--- src/grt_pkg.sv ---
// Shared types, constants and font lookup for the glyph text rasterizer.
// Used by grt_seq, grt_clip and glyph_text_rasterizer_core; depends on nothing.
`timescale 1ns / 1ps

package grt_pkg;

  localparam int unsigned SCREEN_WIDTH_DEF  = 240;
  localparam int unsigned SCREEN_HEIGHT_DEF = 320;

  localparam int unsigned GLYPH_COLS = 5;
  localparam int unsigned GLYPH_ROWS = 7;
  localparam int unsigned GLYPH_BITS = GLYPH_COLS * GLYPH_ROWS;

  localparam int unsigned CURSOR_W = 12;
  // Cursor plus up to six glyph pixels of scale 15 needs one more bit.
  localparam int unsigned COORD_W  = CURSOR_W + 1;
  localparam int unsigned SCALE_W  = 4;
  localparam int unsigned COLOR_W  = 16;
  localparam int unsigned CODE_W   = 8;
  localparam int unsigned RECT_X_W = 8;
  localparam int unsigned RECT_Y_W = 9;
  localparam int unsigned GIDX_W   = 6;

  localparam logic signed [CURSOR_W-1:0] CURSOR_MAX = 12'sd2047;

  // Configuration register indexes.
  localparam int unsigned CFG_IDX_W = 2;
  localparam logic [CFG_IDX_W-1:0] CFG_FG_COLOR    = 2'd0;
  localparam logic [CFG_IDX_W-1:0] CFG_BG_COLOR    = 2'd1;
  localparam logic [CFG_IDX_W-1:0] CFG_GLYPH_SCALE = 2'd2;

  // Character codes recognized by the font.
  localparam logic [CODE_W-1:0] CH_LOWER_A = 8'h61;
  localparam logic [CODE_W-1:0] CH_LOWER_Z = 8'h7A;
  localparam logic [CODE_W-1:0] CH_UPPER_A = 8'h41;
  localparam logic [CODE_W-1:0] CH_UPPER_Z = 8'h5A;
  localparam logic [CODE_W-1:0] CH_DIGIT_0 = 8'h30;
  localparam logic [CODE_W-1:0] CH_DIGIT_9 = 8'h39;
  localparam logic [CODE_W-1:0] CH_SPACE   = 8'h20;
  localparam logic [CODE_W-1:0] CH_DASH    = 8'h2D;
  localparam logic [CODE_W-1:0] CH_PERIOD  = 8'h2E;
  localparam logic [CODE_W-1:0] CH_COLON   = 8'h3A;
  localparam logic [CODE_W-1:0] CH_SLASH   = 8'h2F;
  localparam logic [CODE_W-1:0] CH_EXCLAIM = 8'h21;
  localparam logic [CODE_W-1:0] CASE_FOLD  = 8'h20;

  // Font rows: letters, then digits, then the punctuation glyphs.
  localparam logic [GIDX_W-1:0] GI_DIGIT_0 = 6'd26;
  localparam logic [GIDX_W-1:0] GI_SPACE   = 6'd36;
  localparam logic [GIDX_W-1:0] GI_DASH    = 6'd37;
  localparam logic [GIDX_W-1:0] GI_PERIOD  = 6'd38;
  localparam logic [GIDX_W-1:0] GI_COLON   = 6'd39;
  localparam logic [GIDX_W-1:0] GI_SLASH   = 6'd40;
  localparam logic [GIDX_W-1:0] GI_QMARK   = 6'd41;
  localparam logic [GIDX_W-1:0] GI_EXCLAIM = 6'd42;

  typedef enum logic {
    ST_IDLE,
    ST_RUN
  } seq_state_e;

  // One glyph pixel square before clipping.
  typedef struct packed {
    logic signed [COORD_W-1:0] x;
    logic signed [COORD_W-1:0] y;
    logic [SCALE_W-1:0]        side;
    logic                      lit;
    logic                      last;
  } cell_t;

  // Clipped square; all other fields zero when empty.
  typedef struct packed {
    logic [RECT_X_W-1:0] x;
    logic [RECT_Y_W-1:0] y;
    logic [SCALE_W-1:0]  w;
    logic [SCALE_W-1:0]  h;
    logic                empty;
  } rect_t;

  function automatic logic [GIDX_W-1:0] glyph_index(input logic [CODE_W-1:0] code);
    logic [CODE_W-1:0]  up;
    logic [GIDX_W-1:0]  idx;
    up = code;
    if (code >= CH_LOWER_A && code <= CH_LOWER_Z) up = code - CASE_FOLD;
    if (up >= CH_UPPER_A && up <= CH_UPPER_Z) begin
      idx = GIDX_W'(up - CH_UPPER_A);
    end else if (up >= CH_DIGIT_0 && up <= CH_DIGIT_9) begin
      idx = GI_DIGIT_0 + GIDX_W'(up - CH_DIGIT_0);
    end else if (up == CH_SPACE) begin
      idx = GI_SPACE;
    end else if (up == CH_DASH) begin
      idx = GI_DASH;
    end else if (up == CH_PERIOD) begin
      idx = GI_PERIOD;
    end else if (up == CH_COLON) begin
      idx = GI_COLON;
    end else if (up == CH_SLASH) begin
      idx = GI_SLASH;
    end else if (up == CH_EXCLAIM) begin
      idx = GI_EXCLAIM;
    end else begin
      idx = GI_QMARK;
    end
    return idx;
  endfunction

  // Packs five column bytes so that bit col*7+row holds the pixel; bit 0 is the top row.
  function automatic logic [GLYPH_BITS-1:0] pack_cols(input logic [7:0] c0, input logic [7:0] c1,
                                                      input logic [7:0] c2, input logic [7:0] c3,
                                                      input logic [7:0] c4);
    return {c4[6:0], c3[6:0], c2[6:0], c1[6:0], c0[6:0]};
  endfunction

  function automatic logic [GLYPH_BITS-1:0] font_glyph(input logic [GIDX_W-1:0] idx);
    logic [GLYPH_BITS-1:0] g;
    unique case (idx)
      6'd0:  g = pack_cols(8'h7E, 8'h11, 8'h11, 8'h11, 8'h7E);
      6'd1:  g = pack_cols(8'h7F, 8'h49, 8'h49, 8'h49, 8'h36);
      6'd2:  g = pack_cols(8'h3E, 8'h41, 8'h41, 8'h41, 8'h22);
      6'd3:  g = pack_cols(8'h7F, 8'h41, 8'h41, 8'h22, 8'h1C);
      6'd4:  g = pack_cols(8'h7F, 8'h49, 8'h49, 8'h49, 8'h41);
      6'd5:  g = pack_cols(8'h7F, 8'h09, 8'h09, 8'h09, 8'h01);
      6'd6:  g = pack_cols(8'h3E, 8'h41, 8'h49, 8'h49, 8'h7A);
      6'd7:  g = pack_cols(8'h7F, 8'h08, 8'h08, 8'h08, 8'h7F);
      6'd8:  g = pack_cols(8'h41, 8'h41, 8'h7F, 8'h41, 8'h41);
      6'd9:  g = pack_cols(8'h20, 8'h40, 8'h41, 8'h3F, 8'h01);
      6'd10: g = pack_cols(8'h7F, 8'h08, 8'h14, 8'h22, 8'h41);
      6'd11: g = pack_cols(8'h7F, 8'h40, 8'h40, 8'h40, 8'h40);
      6'd12: g = pack_cols(8'h7F, 8'h02, 8'h04, 8'h02, 8'h7F);
      6'd13: g = pack_cols(8'h7F, 8'h04, 8'h08, 8'h10, 8'h7F);
      6'd14: g = pack_cols(8'h3E, 8'h41, 8'h41, 8'h41, 8'h3E);
      6'd15: g = pack_cols(8'h7F, 8'h09, 8'h09, 8'h09, 8'h06);
      6'd16: g = pack_cols(8'h3E, 8'h41, 8'h51, 8'h21, 8'h5E);
      6'd17: g = pack_cols(8'h7F, 8'h09, 8'h19, 8'h29, 8'h46);
      6'd18: g = pack_cols(8'h46, 8'h49, 8'h49, 8'h49, 8'h31);
      6'd19: g = pack_cols(8'h01, 8'h01, 8'h7F, 8'h01, 8'h01);
      6'd20: g = pack_cols(8'h3F, 8'h40, 8'h40, 8'h40, 8'h3F);
      6'd21: g = pack_cols(8'h1F, 8'h20, 8'h40, 8'h20, 8'h1F);
      6'd22: g = pack_cols(8'h7F, 8'h20, 8'h18, 8'h20, 8'h7F);
      6'd23: g = pack_cols(8'h63, 8'h14, 8'h08, 8'h14, 8'h63);
      6'd24: g = pack_cols(8'h07, 8'h08, 8'h70, 8'h08, 8'h07);
      6'd25: g = pack_cols(8'h61, 8'h51, 8'h49, 8'h45, 8'h43);
      6'd26: g = pack_cols(8'h3E, 8'h51, 8'h49, 8'h45, 8'h3E);
      6'd27: g = pack_cols(8'h00, 8'h42, 8'h7F, 8'h40, 8'h00);
      6'd28: g = pack_cols(8'h42, 8'h61, 8'h51, 8'h49, 8'h46);
      6'd29: g = pack_cols(8'h21, 8'h41, 8'h45, 8'h4B, 8'h31);
      6'd30: g = pack_cols(8'h18, 8'h14, 8'h12, 8'h7F, 8'h10);
      6'd31: g = pack_cols(8'h27, 8'h45, 8'h45, 8'h45, 8'h39);
      6'd32: g = pack_cols(8'h3C, 8'h4A, 8'h49, 8'h49, 8'h30);
      6'd33: g = pack_cols(8'h01, 8'h71, 8'h09, 8'h05, 8'h03);
      6'd34: g = pack_cols(8'h36, 8'h49, 8'h49, 8'h49, 8'h36);
      6'd35: g = pack_cols(8'h06, 8'h49, 8'h49, 8'h29, 8'h1E);
      6'd36: g = pack_cols(8'h00, 8'h00, 8'h00, 8'h00, 8'h00);
      6'd37: g = pack_cols(8'h08, 8'h08, 8'h08, 8'h08, 8'h08);
      6'd38: g = pack_cols(8'h00, 8'h60, 8'h60, 8'h00, 8'h00);
      6'd39: g = pack_cols(8'h00, 8'h36, 8'h36, 8'h00, 8'h00);
      6'd40: g = pack_cols(8'h40, 8'h20, 8'h10, 8'h08, 8'h04);
      6'd42: g = pack_cols(8'h00, 8'h00, 8'h5F, 8'h00, 8'h00);
      default: g = pack_cols(8'h02, 8'h01, 8'h51, 8'h09, 8'h06);
    endcase
    return g;
  endfunction

endpackage

--- src/grt_clip.sv ---
// Clips one glyph pixel square against the screen edges.
// Depends on grt_pkg for the cell and rectangle types.
`timescale 1ns / 1ps

module grt_clip #(
  parameter int unsigned SCREEN_WIDTH  = grt_pkg::SCREEN_WIDTH_DEF,
  parameter int unsigned SCREEN_HEIGHT = grt_pkg::SCREEN_HEIGHT_DEF
) (
  input  grt_pkg::cell_t cell_i,
  output grt_pkg::rect_t rect_o
);
  import grt_pkg::*;

  // One bit of headroom over the coordinates so that sums never wrap.
  localparam int unsigned CLIP_W = COORD_W + 1;

  logic signed [CLIP_W-1:0] xe, ye, side, scr_w, scr_h;
  logic signed [CLIP_W-1:0] x1, y1, w1, h1, w2, h2;
  logic                     empty;

  assign xe    = CLIP_W'(cell_i.x);
  assign ye    = CLIP_W'(cell_i.y);
  assign side  = signed'({(CLIP_W - SCALE_W)'(0), cell_i.side});
  assign scr_w = signed'(CLIP_W'(SCREEN_WIDTH));
  assign scr_h = signed'(CLIP_W'(SCREEN_HEIGHT));

  always_comb begin
    if (xe < 0) begin
      x1 = '0;
      w1 = side + xe;
    end else begin
      x1 = xe;
      w1 = side;
    end
    if (ye < 0) begin
      y1 = '0;
      h1 = side + ye;
    end else begin
      y1 = ye;
      h1 = side;
    end
    w2 = (x1 + w1 > scr_w) ? scr_w - x1 : w1;
    h2 = (y1 + h1 > scr_h) ? scr_h - y1 : h1;
    empty = (w2 <= 0) || (h2 <= 0);
  end

  always_comb begin
    if (empty) begin
      rect_o       = '0;
      rect_o.empty = 1'b1;
    end else begin
      rect_o.x     = x1[RECT_X_W-1:0];
      rect_o.y     = y1[RECT_Y_W-1:0];
      rect_o.w     = w2[SCALE_W-1:0];
      rect_o.h     = h2[SCALE_W-1:0];
      rect_o.empty = 1'b0;
    end
  end

endmodule

--- src/grt_seq.sv ---
// Cell sequencer: holds the text cursor and walks the 35 cells of a glyph
// with one shared coordinate adder. Depends on grt_pkg.
`timescale 1ns / 1ps

module grt_seq (
  input  logic                               clk_i,
  input  logic                               rst_ni,
  input  logic                               in_valid_i,
  output logic                               in_ready_o,
  input  logic [grt_pkg::CODE_W-1:0]         char_code_i,
  input  logic                               start_new_i,
  input  logic signed [grt_pkg::CURSOR_W-1:0] start_x_i,
  input  logic signed [grt_pkg::CURSOR_W-1:0] start_y_i,
  input  logic [grt_pkg::SCALE_W-1:0]        scale_i,
  input  logic                               out_free_i,
  output logic                               step_o,
  output grt_pkg::cell_t                     cell_o
);
  import grt_pkg::*;

  localparam int unsigned COL_W = $clog2(GLYPH_COLS);
  localparam int unsigned ROW_W = $clog2(GLYPH_ROWS);
  localparam logic [COL_W-1:0] LAST_COL = COL_W'(GLYPH_COLS - 1);
  localparam logic [ROW_W-1:0] LAST_ROW = ROW_W'(GLYPH_ROWS - 1);

  seq_state_e state_q, state_d;

  logic signed [CURSOR_W-1:0] cur_col_q, cur_row_q;
  logic signed [COORD_W-1:0]  x_q, y_q;
  logic [COL_W-1:0]           col_q;
  logic [ROW_W-1:0]           row_q;
  logic [SCALE_W-1:0]         side_q;
  logic [GLYPH_BITS-1:0]      glyph_q;

  logic                       accept, last;
  logic signed [CURSOR_W-1:0] base_col, base_row;
  logic signed [COORD_W-1:0]  add_a, add_sum;
  logic [SCALE_W:0]           add_b;

  assign accept   = in_ready_o && in_valid_i;
  assign last     = (col_q == LAST_COL) && (row_q == LAST_ROW);
  assign base_col = start_new_i ? start_x_i : cur_col_q;
  assign base_row = start_new_i ? start_y_i : cur_row_q;

  // Shared adder: next row, next column, or the cursor advance of six pixels,
  // taken as the x of the last column plus two more pixels.
  always_comb begin
    if (last) begin
      add_a = x_q;
      add_b = {side_q, 1'b0};
    end else if (row_q == LAST_ROW) begin
      add_a = x_q;
      add_b = {1'b0, side_q};
    end else begin
      add_a = y_q;
      add_b = {1'b0, side_q};
    end
    add_sum = add_a + signed'({(COORD_W - SCALE_W - 1)'(0), add_b});
  end

  always_comb begin
    state_d = state_q;
    unique case (state_q)
      ST_IDLE: if (accept) state_d = ST_RUN;
      ST_RUN:  if (step_o && last) state_d = ST_IDLE;
      default: state_d = ST_IDLE;
    endcase
  end

  always_comb begin
    in_ready_o = 1'b0;
    step_o     = 1'b0;
    unique case (state_q)
      ST_IDLE: in_ready_o = 1'b1;
      ST_RUN:  step_o     = out_free_i;
      default: in_ready_o = 1'b0;
    endcase
  end

  always_ff @(posedge clk_i or negedge rst_ni) begin
    if (!rst_ni) begin
      state_q   <= ST_IDLE;
      cur_col_q <= '0;
      cur_row_q <= '0;
      col_q     <= '0;
      row_q     <= '0;
    end else begin
      state_q <= state_d;
      if (accept) begin
        cur_col_q <= base_col;
        cur_row_q <= base_row;
        col_q     <= '0;
        row_q     <= '0;
      end else if (step_o) begin
        if (last) begin
          cur_col_q <= (add_sum > COORD_W'(CURSOR_MAX)) ? CURSOR_MAX
                                                      : add_sum[CURSOR_W-1:0];
        end else if (row_q == LAST_ROW) begin
          col_q <= col_q + 1'b1;
          row_q <= '0;
        end else begin
          row_q <= row_q + 1'b1;
        end
      end
    end
  end

  always_ff @(posedge clk_i) begin
    if (accept) begin
      x_q     <= COORD_W'(base_col);
      y_q     <= COORD_W'(base_row);
      side_q  <= (scale_i == '0) ? SCALE_W'(1) : scale_i;
      glyph_q <= font_glyph(glyph_index(char_code_i));
    end else if (step_o) begin
      glyph_q <= glyph_q >> 1;
      if (!last && row_q == LAST_ROW) begin
        x_q <= add_sum;
        y_q <= COORD_W'(cur_row_q);
      end else if (!last) begin
        y_q <= add_sum;
      end
    end
  end

  assign cell_o.x    = x_q;
  assign cell_o.y    = y_q;
  assign cell_o.side = side_q;
  assign cell_o.lit  = glyph_q[0];
  assign cell_o.last = last;

endmodule

--- src/glyph_text_rasterizer_core.sv ---
// Top level of the glyph text rasterizer: configuration registers, the cell
// sequencer, the clipper and the result register. Depends on grt_pkg, grt_seq, grt_clip.
`timescale 1ns / 1ps

// Draws one 5x7 character per input transfer as 35 filled squares, one result
// transfer per cell in column then row order, the last one marked by tlast.
// A character is taken and its font looked up while the block is idle, then
// its cells follow one after another, because a single sequencer steps every
// cell through one shared coordinate adder and the clipper. The input is not
// ready while a character is being drawn; a stalled output holds the
// sequencer. Configuration writes are taken every cycle and should be made
// only while the block is idle.
module glyph_text_rasterizer_core #(
  parameter int unsigned SCREEN_WIDTH  = grt_pkg::SCREEN_WIDTH_DEF,
  parameter int unsigned SCREEN_HEIGHT = grt_pkg::SCREEN_HEIGHT_DEF
) (
  input  logic                            clk_i,
  input  logic                            rst_ni,
  // Input items.
  input  logic                            s_axis_tvalid_i,
  output logic                            s_axis_tready_o,
  input  logic [31:0]                     s_axis_tdata_i,  // char_code, start_x, start_y
  input  logic                            s_axis_tuser_i,  // start_new
  // Result items.
  output logic                            m_axis_tvalid_o,
  input  logic                            m_axis_tready_i,
  output logic [47:0]                     m_axis_tdata_o,  // rect_x, rect_y, rect_w,
                                                           // rect_h, fill_color, zero pad
  output logic                            m_axis_tuser_o,  // is_empty
  output logic                            m_axis_tlast_o,  // last_cell
  // Configuration writes.
  input  logic                            cfg_valid_i,
  output logic                            cfg_ready_o,
  input  logic [grt_pkg::CFG_IDX_W-1:0]   cfg_index_i,
  input  logic [grt_pkg::COLOR_W-1:0]     cfg_data_i
);
  import grt_pkg::*;

  logic [COLOR_W-1:0] fg_q, bg_q;
  logic [SCALE_W-1:0] scale_q;

  logic               step, out_free;
  cell_t              seq_cell;
  rect_t              rect;

  logic               out_valid_q, out_valid_d;
  rect_t              out_rect_q;
  logic [COLOR_W-1:0] out_color_q;
  logic               out_last_q;

  assign cfg_ready_o = 1'b1;

  always_ff @(posedge clk_i or negedge rst_ni) begin
    if (!rst_ni) begin
      fg_q    <= '1;
      bg_q    <= '0;
      scale_q <= SCALE_W'(1);
    end else if (cfg_valid_i && cfg_ready_o) begin
      unique case (cfg_index_i)
        CFG_FG_COLOR:    fg_q    <= cfg_data_i;
        CFG_BG_COLOR:    bg_q    <= cfg_data_i;
        CFG_GLYPH_SCALE: scale_q <= cfg_data_i[SCALE_W-1:0];
        default: ;
      endcase
    end
  end

  grt_seq u_seq (
    .clk_i       (clk_i),
    .rst_ni      (rst_ni),
    .in_valid_i  (s_axis_tvalid_i),
    .in_ready_o  (s_axis_tready_o),
    .char_code_i (s_axis_tdata_i[7:0]),
    .start_new_i (s_axis_tuser_i),
    .start_x_i   (signed'(s_axis_tdata_i[19:8])),
    .start_y_i   (signed'(s_axis_tdata_i[31:20])),
    .scale_i     (scale_q),
    .out_free_i  (out_free),
    .step_o      (step),
    .cell_o      (seq_cell)
  );

  grt_clip #(
    .SCREEN_WIDTH  (SCREEN_WIDTH),
    .SCREEN_HEIGHT (SCREEN_HEIGHT)
  ) u_clip (
    .cell_i (seq_cell),
    .rect_o (rect)
  );

  // The result register frees up in the same cycle its transfer completes.
  assign out_free = !out_valid_q || m_axis_tready_i;

  always_comb begin
    out_valid_d = out_valid_q;
    if (step) begin
      out_valid_d = 1'b1;
    end else if (m_axis_tready_i) begin
      out_valid_d = 1'b0;
    end
  end

  always_ff @(posedge clk_i or negedge rst_ni) begin
    if (!rst_ni) begin
      out_valid_q <= 1'b0;
    end else begin
      out_valid_q <= out_valid_d;
    end
  end

  always_ff @(posedge clk_i) begin
    if (step) begin
      out_rect_q  <= rect;
      out_color_q <= rect.empty ? '0 : (seq_cell.lit ? fg_q : bg_q);
      out_last_q  <= seq_cell.last;
    end
  end

  assign m_axis_tvalid_o = out_valid_q;
  assign m_axis_tdata_o  = {7'b0, out_color_q, out_rect_q.h, out_rect_q.w,
                            out_rect_q.y, out_rect_q.x};
  assign m_axis_tuser_o  = out_rect_q.empty;
  assign m_axis_tlast_o  = out_last_q;

  // An empty square carries an all-zero payload.
  assert property (@(posedge clk_i) disable iff (!rst_ni)
    (m_axis_tvalid_o && m_axis_tuser_o) |-> (m_axis_tdata_o == '0))
    else $error("empty square with nonzero payload");

  // A drawn square always has a size.
  assert property (@(posedge clk_i) disable iff (!rst_ni)
    (m_axis_tvalid_o && !m_axis_tuser_o) |-> (out_rect_q.w != '0 && out_rect_q.h != '0))
    else $error("drawn square with zero width or height");

  // Once a character is taken the block is busy drawing it.
  assert property (@(posedge clk_i) disable iff (!rst_ni)
    (s_axis_tvalid_i && s_axis_tready_o) |=> !s_axis_tready_o)
    else $error("input ready right after a character transfer");

endmodule
--- config.mk ---
export PLATFORM = sky130hd
export DESIGN_NAME = glyph_text_rasterizer_core
export DESIGN_NICKNAME = d
export VERILOG_FILES = /design/src/grt_pkg.sv /design/src/grt_clip.sv /design/src/grt_seq.sv /design/src/glyph_text_rasterizer_core.sv
export SDC_FILE = /design/constraint.sdc
export NUM_CORES = 1
export LEC_CHECK = 0
export ABC_AREA = 0
export BUFFER_PORTS_ARGS = -buffer_cell sky130_fd_sc_hd__clkbuf_2
export CORE_MARGIN = 10
export CORE_UTILIZATION = 29
export CTS_BUF_LIST = sky130_fd_sc_hd__clkbuf_4
export DETAILED_ROUTE_END_ITERATION = 6
export HOLD_SLACK_MARGIN = 0.12
export MAX_ROUTING_LAYER = met4
export PLACE_DENSITY = 0.56
export SLEW_MARGIN = 20
export SYNTH_ARGS = -nofsm -noshare
export SYNTH_HDL_FRONTEND = slang
export SYNTH_SLANG_ARGS = --single-unit
--- constraint.sdc ---
create_clock -name clk_i -period 5.5 [get_ports clk_i]
set_clock_uncertainty 0.15 [all_clocks]
set_input_delay 0.275 -clock clk_i [delete_from_list [all_inputs] [get_ports clk_i]]
set_output_delay 0.275 -clock clk_i [all_outputs]
set_load 0.03 [all_outputs]
### Word-level counts from Yosys, hierarchy flattened

Memories as Yosys holds them, arrays and structs flattened.
Index checks and enable logic that the tools add are counted.

| storage, ports and cells | value |
|---|---|
| register bits | 176 |
| bits in read-only memories | 2240 |
| bits of input ports | 56 |
| output and inout bits | 53 |
| logic and storage cells | 138 |
| memories kept | 1 |

Memories:

| name | depth | bits a word | read ports | clocked after memory_dff | wr ports | line | RTL |
|---|---|---|---|---|---|---|---|
| (no name shown) | 64 | 35 | 1 | 0 | 0 | grt_pkg.sv:116 | `unique case (idx)` |

| operators by class | value |
|---|---|
| add/subtract/negate cells | 13 |
| order comparisons | 13 |
| equal/unequal tests | 12 |
| multiplexer cells | 52 |
| bitwise gates (word level) | 1 |
| reductions and logical operators | 26 |

Operator list:

| kind | count |
|---|---|
| 13-bit 2-to-1 mux | 9 |
| 14-bit 2-to-1 mux | 6 |
| 12-bit 2-to-1 mux | 6 |
| 35-bit 2-to-1 mux | 2 |
| 8-bit by 6-bit == test with 1-bit output (second input constant) | 6 |
| 6-bit 2-to-1 mux | 8 |
| 14-bit adder | 2 |
| 5-bit by 13-bit adder with 14-bit output | 2 |
| 14-bit by 1-bit less-or-equal comparator with 1-bit output (second input constant) | 2 |
| 13-bit by 1-bit < comparator with 1-bit output (second input constant) | 2 |
| 3-bit 2-to-1 mux | 8 |
| 8-bit by 7-bit greater-or-equal comparator with 1-bit output (second input constant) | 2 |
| 8-bit by 7-bit less-or-equal comparator with 1-bit output (second input constant) | 2 |
| 16-bit 2-to-1 mux | 1 |
| 8-bit 2-to-1 mux | 2 |
| 14-bit by 10-bit greater-than comparator with 1-bit output (second input constant) | 1 |
| 14-bit by 9-bit greater-than comparator with 1-bit output (second input constant) | 1 |
| 2-bit AND reduction | 7 |
| 10-bit by 14-bit subtractor with 14-bit output (first input constant) | 1 |
| 9-bit by 14-bit subtractor with 14-bit output (first input constant) | 1 |
| 13-bit by 6-bit adder with 13-bit output | 1 |
| 13-bit by 12-bit greater-than comparator with 1-bit output (second input constant) | 1 |
| 2-bit nonzero test | 5 |
| 8-bit by 6-bit greater-or-equal comparator with 1-bit output (second input constant) | 1 |
| other kinds (22) | 38 |

### Longest topological paths before layout

Gate-level depths: netlist of run 1.
An unclocked memory read counts as a cell.

| logic depth | value |
|---|---|
| word-level depth | 16 |
| depth in mapped cells | 19 |
| depth with buffers taken out | 18 |

### Cells and area by module

Synthesis of run 1 repeated with hierarchy kept, for this count alone.

| second synthesis, totals | value |
|---|---|
| cell total of the unflattened synthesis | 1367 |
| area total of the unflattened synthesis | 13038.8 um^2 |

Modules (own cells, without submodules):

| module | instances | cells each | area an instance (um^2) | sequential area each (um^2) |
|---|---|---|---|---|
| grt_seq | 1 | 778 | 6884.1 | 2727.6 |
| grt_clip | 1 | 420 | 3136.8 | 0.0 |
| glyph_text_rasterizer_core | 1 | 169 | 3017.9 | 2238.4 |

### Least setup slack after synthesis of run 1

Ideal clock, no wire load.

| timing path | value |
|---|---|
| kind | reg2reg |
| start point | reg u_seq.side_q[1] |
| end point | reg out_rect_q (netlist bit m_axis_tdata_o[3]), data pin |
| library setup time | 0.151 ns |
| data arrival time | 3.945 ns |
| required time | 5.199 ns |
| path slack | 1.254 ns |
| stages on the path, launching flop included | 20 |
| buffers on the path | 1 |
| clock period less this slack | 4.246 ns |
| path through | edfxtp_1 > ha_1 > a21oi_1 > inv_1 > a21oi_1 > xnor2_1 > mux2i_1 > inv_1 > ha_1 > o21ai_0 > a22oi_1 > o211ai_1 > nor4_2 > a31oi_1 > nor2b_1 > a21bo_2 > a21oi_2 > nand4_1 > buf_4 > nor3b_2 |

| on the way | value |
|---|---|
| word-level cells in the longest chain between the ends | 7 |
| elaborated cells between the ends (all ways) | 13 |
| classes of those cells | add/sub (4); order compare (4); mux (4); reduce/logical (1) |

Ends and longest elaborated chain:

| what | line | RTL |
|---|---|---|
| start, declared | grt_seq.sv:32 | `logic [SCALE_W-1:0] side_q;` |
| start signal, assigned | grt_seq.sv:112 | `side_q <= (scale_i == '0) ? SCALE_W'(1) : scale_i;` |
| 5-bit by 13-bit adder with 14-bit output, on equally long branches | grt_clip.sv:30, grt_clip.sv:37 |  |
| 14-bit 2-to-1 mux, on equally long branches | grt_clip.sv:28, grt_clip.sv:35 |  |
| 14-bit adder, on equally long branches | grt_clip.sv:42, grt_clip.sv:43 |  |
| 14-bit by 9-bit greater-than comparator with 1-bit output / 14-bit by 10-bit greater-than comparator with 1-bit output (equally long branches) | grt_clip.sv:42, grt_clip.sv:43 |  |
| 14-bit 2-to-1 mux, on equally long branches | grt_clip.sv:42, grt_clip.sv:43 |  |
| 14-bit by 1-bit less-or-equal comparator with 1-bit output | grt_clip.sv:44 | `empty = (w2 <= 0) \|\| (h2 <= 0);` |
| 1-bit logical OR * | grt_clip.sv:44 |  |
| end signal, assigned | glyph_text_rasterizer_core.sv:113 | `out_rect_q <= rect;` |
| end, declared | glyph_text_rasterizer_core.sv:47 | `rect_t out_rect_q;` |

Mark *: on every way between the ends. The rest lies on a longest branch, timed or not.
A chain may end at the register's enable or synchronous reset.

### Final worst setup path of run 1

| timing path | value |
|---|---|
| start point | reg u_seq.side_q[1] |
| end point | reg out_rect_q (netlist bit m_axis_tdata_o[15]), data pin |

The elaborated chain is that of the path after synthesis.

==> results of run 1 <==
logic make-up after synthesis:
logic type      share of synthesized area, %
mux                                     7.95
other cells                           0.0611
compound gates                          20.5
buf+inv                                 4.72
xor+xnor                                2.77
simple gates                            17.5
fa+ha+maj                               6.01
flops                                   40.4
critical path: cells and delay by family (launching register included):
family / cells / cell delay [ns]
DFF: 1 / 0.55
muxes: 1 / 0.20
xor gates and xnor gates: 1 / 0.08
buffers and inverters: 2 / 0.16
AOI/OAI and AO/OA: 6 / 1.42
adders and majority gates: 2 / 0.74
and+or+nand+nor: 6 / 1.53
sequential cells by signal (all words and copies together), names as in the netlist, 4 cells and up:
signal,flops
u_seq.glyph_q,35
m_axis_tdata_o,25
bg_q,16
fg_q,16
out_color_q,16
u_seq.x_q,13
u_seq.y_q,13
u_seq.cur_col_q,12
u_seq.cur_row_q,12
scale_q,4
u_seq.side_q,4
cell type report:
type	instances	area, um2
flip-flops and latches	176	4970
inverters	46	173
multi-input cells	1025	6800
diodes	1	2.50
repair buffers	177	1200
well taps	539	674
clock buffers	17	128
clock inverters	15	180
fillers	4317	27800
report_power, final:
part / internal [mW] / switching, mW
sequential: 1.82 / 0.302
clock: 0.218 / 0.579
combinational: 1.05 / 1.67
Yosys cell counts, types with 5 or more instances:
| cell | instances | share of area (%) |
|---|---|---|
| nor2_1 | 146 | 4.5 |
| nand2_1 | 128 | 3.9 |
| edfxtp_1 | 108 | 26 |
| a21oi_1 | 96 | 3.9 |
| o21ai_0 | 87 | 3.5 |
| clkbuf_1 | 58 | 1.8 |
| mux2_2 | 53 | 4.9 |
| dfrtp_1 | 51 | 10 |
| ha_1 | 51 | 5.2 |
| inv_1 | 44 | 1.3 |
| mux2i_1 | 38 | 3.1 |
| nand3_1 | 25 | 1.0 |
| o22ai_1 | 25 | 1.3 |
| nor3_1 | 24 | 0.98 |
| a31oi_1 | 23 | 1.2 |
| a211oi_1 | 22 | 1.3 |
| xnor2_1 | 22 | 1.6 |
| a21o_1 | 18 | 1.1 |
| dfstp_2 | 17 | 3.6 |
| o211ai_1 | 17 | 1.0 |
| buf_2 | 16 | 0.65 |
| nand2b_1 | 15 | 0.76 |
| nand4_1 | 15 | 0.76 |
| nor2b_1 | 15 | 0.76 |
| xor2_1 | 15 | 1.1 |
| buf_4 | 10 | 0.61 |
| and2_1 | 9 | 0.46 |
| buf_1 | 9 | 0.27 |
| a221oi_1 | 8 | 0.57 |
| o21a_1 | 8 | 0.49 |
| or3_1 | 8 | 0.41 |
| nor4b_1 | 7 | 0.50 |
| o221ai_1 | 7 | 0.50 |
| o22a_1 | 7 | 0.50 |
| o31ai_1 | 7 | 0.43 |
| a22oi_1 | 6 | 0.37 |
| a32oi_1 | 6 | 0.43 |
| or2_2 | 6 | 0.31 |
| or4_1 | 6 | 0.37 |
| a21boi_0 | 5 | 0.31 |
| and4_1 | 5 | 0.36 |
| fa_1 | 5 | 0.81 |
| o21bai_1 | 5 | 0.31 |
how the worst max path moves through the flow:
stage                         start  slack (ns)                  to
detailed placement  u_seq.side_q[1]        0.37  m_axis_tdata_o[15]
global placement    u_seq.side_q[1]        0.59  m_axis_tdata_o[15]
global route        u_seq.side_q[1]        0.05  m_axis_tdata_o[15]
CTS                 u_seq.side_q[1]        0.30  m_axis_tdata_o[15]
floorplan           u_seq.side_q[1]        1.25   m_axis_tdata_o[3]
finish              u_seq.side_q[1]        0.47  m_axis_tdata_o[15]
layer usage:
metal,part of all wire [%],up-vias,track usage (%),routed length (um)
li1,-,5140,-,-
met1,42,5287,18.0,16000
met2,50,379,25.7,19100
met3,5.9,59,2.58,2270
met4,2.1,0,5.01,792
met5,0,-,-,0
through the flow:
| step | total power [mW] | hold WS [ns] | std cells | setup slack [ns] |
|---|---|---|---|---|
| 3_3_place_gp | 4.77 | 0.308 | 1915 | 0.588 |
| 6_report | 5.64 | 0.137 | 1996 | 0.470 |
| 4_1_cts | 5.64 | 0.139 | 1995 | 0.299 |
| 5_1_grt | 6.05 | 0.202 | 1996 | 0.0493 |
| 2_1_floorplan | 4.06 | -0.171 | 1340 | 1.25 |
| 3_5_place_dp | 4.81 | 0.318 | 1915 | 0.374 |
timing repair:
| item | 4_1_cts | 5_1_grt |
|---|---|---|
| endpoints found under the setup margin | 0 | 8 |
| hold endpoints to repair | 156 | 0 |
| hold buffers | 48 | 0 |
| buffers inserted | 0 | 0 |
| resized for setup | 0 | 2 |
layout by cell type (no fill, tap or decap), types with 7 or more instances in the layout:
| cell type | count |
|---|---|
| inv_1 | 43 |
| dfstp_2 | 17 |
| nor3_1 | 24 |
| a21o_1 | 18 |
| o221ai_1 | 7 |
| o21a_1 | 8 |
| dlygate4sd3_1 | 48 |
| o31ai_1 | 7 |
| a211oi_1 | 22 |
| o22a_1 | 7 |
| a21oi_1 | 96 |
| mux2_2 | 53 |
| dfrtp_1 | 51 |
| nor4b_1 | 7 |
| clkbuf_4 | 17 |
| o22ai_1 | 23 |
| o211ai_1 | 17 |
| xnor2_1 | 22 |
| xor2_1 | 15 |
| a31oi_1 | 23 |
| nor2_1 | 146 |
| buf_4 | 30 |
| o21ai_0 | 86 |
| nor2b_1 | 15 |
| nand4_1 | 15 |
| ha_1 | 51 |
| mux2i_1 | 38 |
| edfxtp_1 | 108 |
| or3_1 | 8 |
| clkbuf_2 | 99 |
| conb_1 | 8 |
| and2_1 | 9 |
| nand3_1 | 24 |
| nand2b_1 | 15 |
| nand2_1 | 127 |
| a221oi_1 | 8 |
==> impl_metrics.toml, run 1 <==
[run_status]
status = "finished clean"

[drt]
drtIter0Drc = 901
route.detailed.drc = 0
wl_per_cell_um = 19.1
ant_nets = 0
vias_per_cell = 5.44
wl_mm = 38.2
drt-pass1-iter-count = 5
num_vias = 10900

[timing]
worst_pin_slew_ns = 1.08
fmax_ghz = 0.199
period_share_pct = 91.5
fin_crit_ns = 5.03
rsz0062_at_grt = "no"
setup_violations = 0
relSlewSlack_pct = 27.9
tns_ns = 0
slew_viol_final = 0
finalHoldViolCount = 0

[flow_run]
drv_cap = 0

[placement]
dpl_cell_area_um2 = 13300
portBuffers = 100
gp_congestion = 0.976
dp_hpwl_mm = 27.6

[yosys]
async_reset_ff_share_pct = 38.6
synth_seq_cells = 176
ys_types = 84
syn_area_um2 = 12300
synthCells = 1334
synth.avg_cell_area_um2 = 9.21
synth_edf_count = 108
seq_area_frac_synth_pct = 40.4
synthFlopType = "edfxtp_1"
yosys_warnings = 0

[global_route]
grtUsageTotal_pct = 15.2
grt-ovfl-total = 0
antenna_found_initial = 1
grt_max_degree = 69
grt_pass1_vias = 10800
grt_pass1_wl_mm = 59.6

[critical_path]
required_ns = 5.78
reg2reg_depth = 18
start_kind = "flop"
slowest_delay_ns = 0.55
rrSetupSlack_ns = 0.47
timing.rr.end = "m_axis_tdata_o[15]"
cp_slowest_cell = "edfxtp_1"
crit_fanout = 11
cp.arrival_ns = 5.31
cp_cell_sequence = "ha_1 > a21oi_1 > inv_1 > a21oi_1 > xnor2_1 > mux2i_1 > inv_1 > ha_1 > o21ai_0 > a22oi_1 > o211ai_1 > nor4_4 > or3_1 > nand3_1 > and3_1 > o21ai_1 > nand3_2 > nor4b_1"
endpoint_kind = "flop"
setup.worst_path.class = "reg -> reg"
rr_startpoint = "u_seq.side_q[1]"

[pwr]
max-vdd-ir-drop_uv = 162
power.density_nw_per_um2 = 399
power_leakage_nw = 5.66

[cells_and_area]
design_area_um2 = 14100
nets = 1555
fin_util_pct = 33.7
area_growth_pct = 14.9
drive_gt1_share_pct = 18.3

[floorplanning]
initial_utilization_pct = 29.3
die-height_um = 226
coreArea_um2 = 41900
dieArea_um2 = 51000
io_pins = 109
die_w_um = 226
std_cell_rows = 75

[clock_network]
cts_tree = "yes"
cts_root_buffer = "clkbuf_4"
clkTransAtPathRegs_ns = 0.19
cts.sinks = 176
clk_latency_ns = 0.64
cts_buffers = 17
cts_buffer_depth = 2
htreeDepth = 4

[hold_path]
hold_class = "in -> async"
No activity file was read; power rests on OpenSTA's default activity.
==> run 2: changes to the inputs <==
--- a/config.mk
+++ b/config.mk
@@ -8,13 +8,14 @@
 export ABC_AREA = 0
 export BUFFER_PORTS_ARGS = -buffer_cell sky130_fd_sc_hd__clkbuf_2
 export CORE_MARGIN = 10
-export CORE_UTILIZATION = 29
+export CORE_UTILIZATION = 55
 export CTS_BUF_LIST = sky130_fd_sc_hd__clkbuf_4
 export DETAILED_ROUTE_END_ITERATION = 6
 export HOLD_SLACK_MARGIN = 0.12
 export MAX_ROUTING_LAYER = met4
-export PLACE_DENSITY = 0.56
+export PLACE_DENSITY = 0.85
 export SLEW_MARGIN = 20
 export SYNTH_ARGS = -nofsm -noshare
 export SYNTH_HDL_FRONTEND = slang
+export SYNTH_HIERARCHICAL = 1
 export SYNTH_SLANG_ARGS = --single-unit
==> run 2 against run 1 <==
- the run now ends with DRC left
- hold slack better by 0.13 ns
- via count increased by 10%
- worst setup slack got worse by 0.27 ns
==> impl_metrics.toml, run 2 <==
[placement]
gp_congestion = 1.02
dp_cells = 1720
dp_hpwl_mm = 26.1
portBuffers = 100

[yosys]
synth_top_area_share_pct = 24.9
synthTopCellsByCount = "nand2_1, edfxtp_1, nor2_1"
synth_edf_count = 108
synth_top_family_by_area = "compound AO/OA/AOI/OAI gates"
synthCells = 1367
async_reset_ff_share_pct = 38.6
syn_area_um2 = 13000
ys_types = 106
synth_xor_area_share_pct = 3.09
synth-adder-area-share_pct = 5.57
synth-compound-area-share_pct = 20.8
yosysMostFrequentCell = "nand2_1"
synth.avg_cell_area_um2 = 9.54
synth_top_area_cell = "edfxtp_1"
synth_seq_cells = 176
yosys_warnings = 6
synth_simple_gate_area_share_pct = 18.6
seq_area_frac_synth_pct = 38.1
synthFlopType = "edfxtp_1"
yosys-top-cells-area = "edfxtp_1, dfrtp_1, mux2_2"
synthMuxAreaShare_pct = 8.45

[clock_network]
clkTransAtPathRegs_ns = 0.16
cts_buffers = 17
cts_tree = "yes"
cts.sinks = 176
cts_buffer_depth = 2
cts_root_buffer = "clkbuf_4"
clk_latency_ns = 0.60
htreeDepth = 4

[critical_path]
endpoint_kind = "flop"
required_ns = 5.70
cp.arrival_ns = 5.50
crit_fanout = 12
start_kind = "flop"
setup.worst_path.class = "reg -> reg"

[drt]
ant_nets = 0
num_vias = 12000
drtIter0Drc = 1723
vias_per_cell = 6.61
wl_mm = 38.2
drt-pass1-iter-count = 7
wl_per_cell_um = 21.1
route.detailed.drc = 2

[run_status]
status = "complete, but fails checks"
violations = "DRC"

[cells_and_area]
area_growth_pct = 11.1
drive_gt1_share_pct = 20.3
fin_cells = 1808
nets = 1586
largest_register_ffs = 35
layout_commonest_cell = "nand2_1"
mostFrequentLayoutCells = "nand2_1, edfxtp_1, nor2_1"
regMostFlops = "u_seq/glyph_q"

[floorplanning]
coreArea_um2 = 23400
dieArea_um2 = 30300
io_pins = 109
die-height_um = 174
std_cell_rows = 56
die_w_um = 174
initial_utilization_pct = 55.7

[global_route]
antenna_found_initial = 1
grt_pass1_wl_mm = 60.0
grtUsageTotal_pct = 24.6
grt_pass1_vias = 11300
grt_max_degree = 69
grt-ovfl-total = 0

[pwr]
max-vdd-ir-drop_uv = 268
power_leakage_nw = 5.87
power.density_nw_per_um2 = 414
finalPower_mw = 6.00

[hold_path]
hold_class = "in -> reg"

[timing]
fin_crit_ns = 5.30
setup_violations = 0
worst_pin_slew_ns = 0.986
slew_viol_final = 0
relSlewSlack_pct = 34.3
period_share_pct = 96.4
fmax_ghz = 0.189
finalHoldViolCount = 0

[flow_run]
drv_cap = 0
-- run 2: timing repair --
item,4_1_cts,5_1_grt
endpoints found under the setup margin,0,42
endpoints found under the hold margin,143,1
hold buffers,49,1
resized for setup,0,9
buffers inserted,0,2
-- run 2: stage by stage --
stage	utilization [%]	area (um2)	setup TNS [ns]	setup slack, ns	hold slack [ns]
after floorplan	-	13100	0	0.00782	-0.171
after CTS	61.4	14400	0	0.0239	0.141
final	61.9	14500	0	0.196	0.264
after detailed placement	58.1	13600	0	0.0597	0.345
after global placement	58.1	13600	0	0.245	0.331
after global routing	61.9	14500	-0.259	-0.0257	0.260
-- run 2: per-layer routing --
layer	part of all wire (%)	wire length [um]	GRT usage, %
met1	39	14700	29.5
met2	49	18800	41.0
met3	8.5	3250	4.03
met4	3.7	1430	8.94
met5	0	0	-
-- run 2: power by group --
part | switching, mW | leakage, nW | internal, mW
combinational | 1.89 | 3.82 | 1.26
sequential | 0.273 | 1.89 | 1.81
clock | 0.479 | 0.159 | 0.290
total | 2.64 | 5.87 | 3.37
-- run 2: cell type report --
cell class,count,area (um2)
clock buffers,20,150
clock inverters,12,134
well taps,319,399
diodes,1,2.50
multi-input cells,1066,7440
flip-flops and latches,176,4970
fillers,1941,8910
repair buffers,179,1260
inverters,35,134
-- run 2: cells by family (layout without fill, tap and decap cells) --
logic type,after synthesis,count (layout)
fa+ha+maj,55,55
simple gates,466,468
flops,176,176
compound gates,387,387
mux,102,102
other cells,2,9
xor+xnor,46,46
buf+inv,133,246
-- run 2: final timing paths --
| path | from | end | slack [ns] | cells after the start |
|---|---|---|---|---|
| worst max-delay path | u_seq/side_q[0] | m_axis_tdata_o[2] | 0.20 | 20 |
| worst min-delay path | s_axis_tuser_i | u_seq/cur_col_q[11] | 0.26 | 3 |
| worst max register to register | u_seq/side_q[0] | m_axis_tdata_o[2] | 0.20 | 20 |
| worst min register to register | u_seq/cur_col_q[4] | u_seq/cur_col_q[4] | 0.37 | 1 |
| max in group asynchronous | rst_ni | u_seq/cur_col_q[9] | 4.33 | 3 |
| min in group asynchronous | rst_ni | bg_q[6] | 0.27 | 3 |
-- run 2: worst max-delay path, stage by stage, from the launching register on --
cell and delay (ns):
edfxtp_1 0.45, ha_1 0.26, fa_2 0.39, a211oi_4 0.31, nor2_1 0.10, nand2_1 0.09
xor2_1 0.15, nor2_1 0.06, ha_1 0.35, a21o_1 0.20, a21o_2 0.25, a21oi_1 0.21
o31ai_2 0.13, or3_1 0.36, a221o_1 0.36, a2111oi_4 0.28, o2bb2ai_4 0.22, mux2i_4 0.32
buf_12 0.16, clkbuf_16 0.17, nor3b_2 0.06
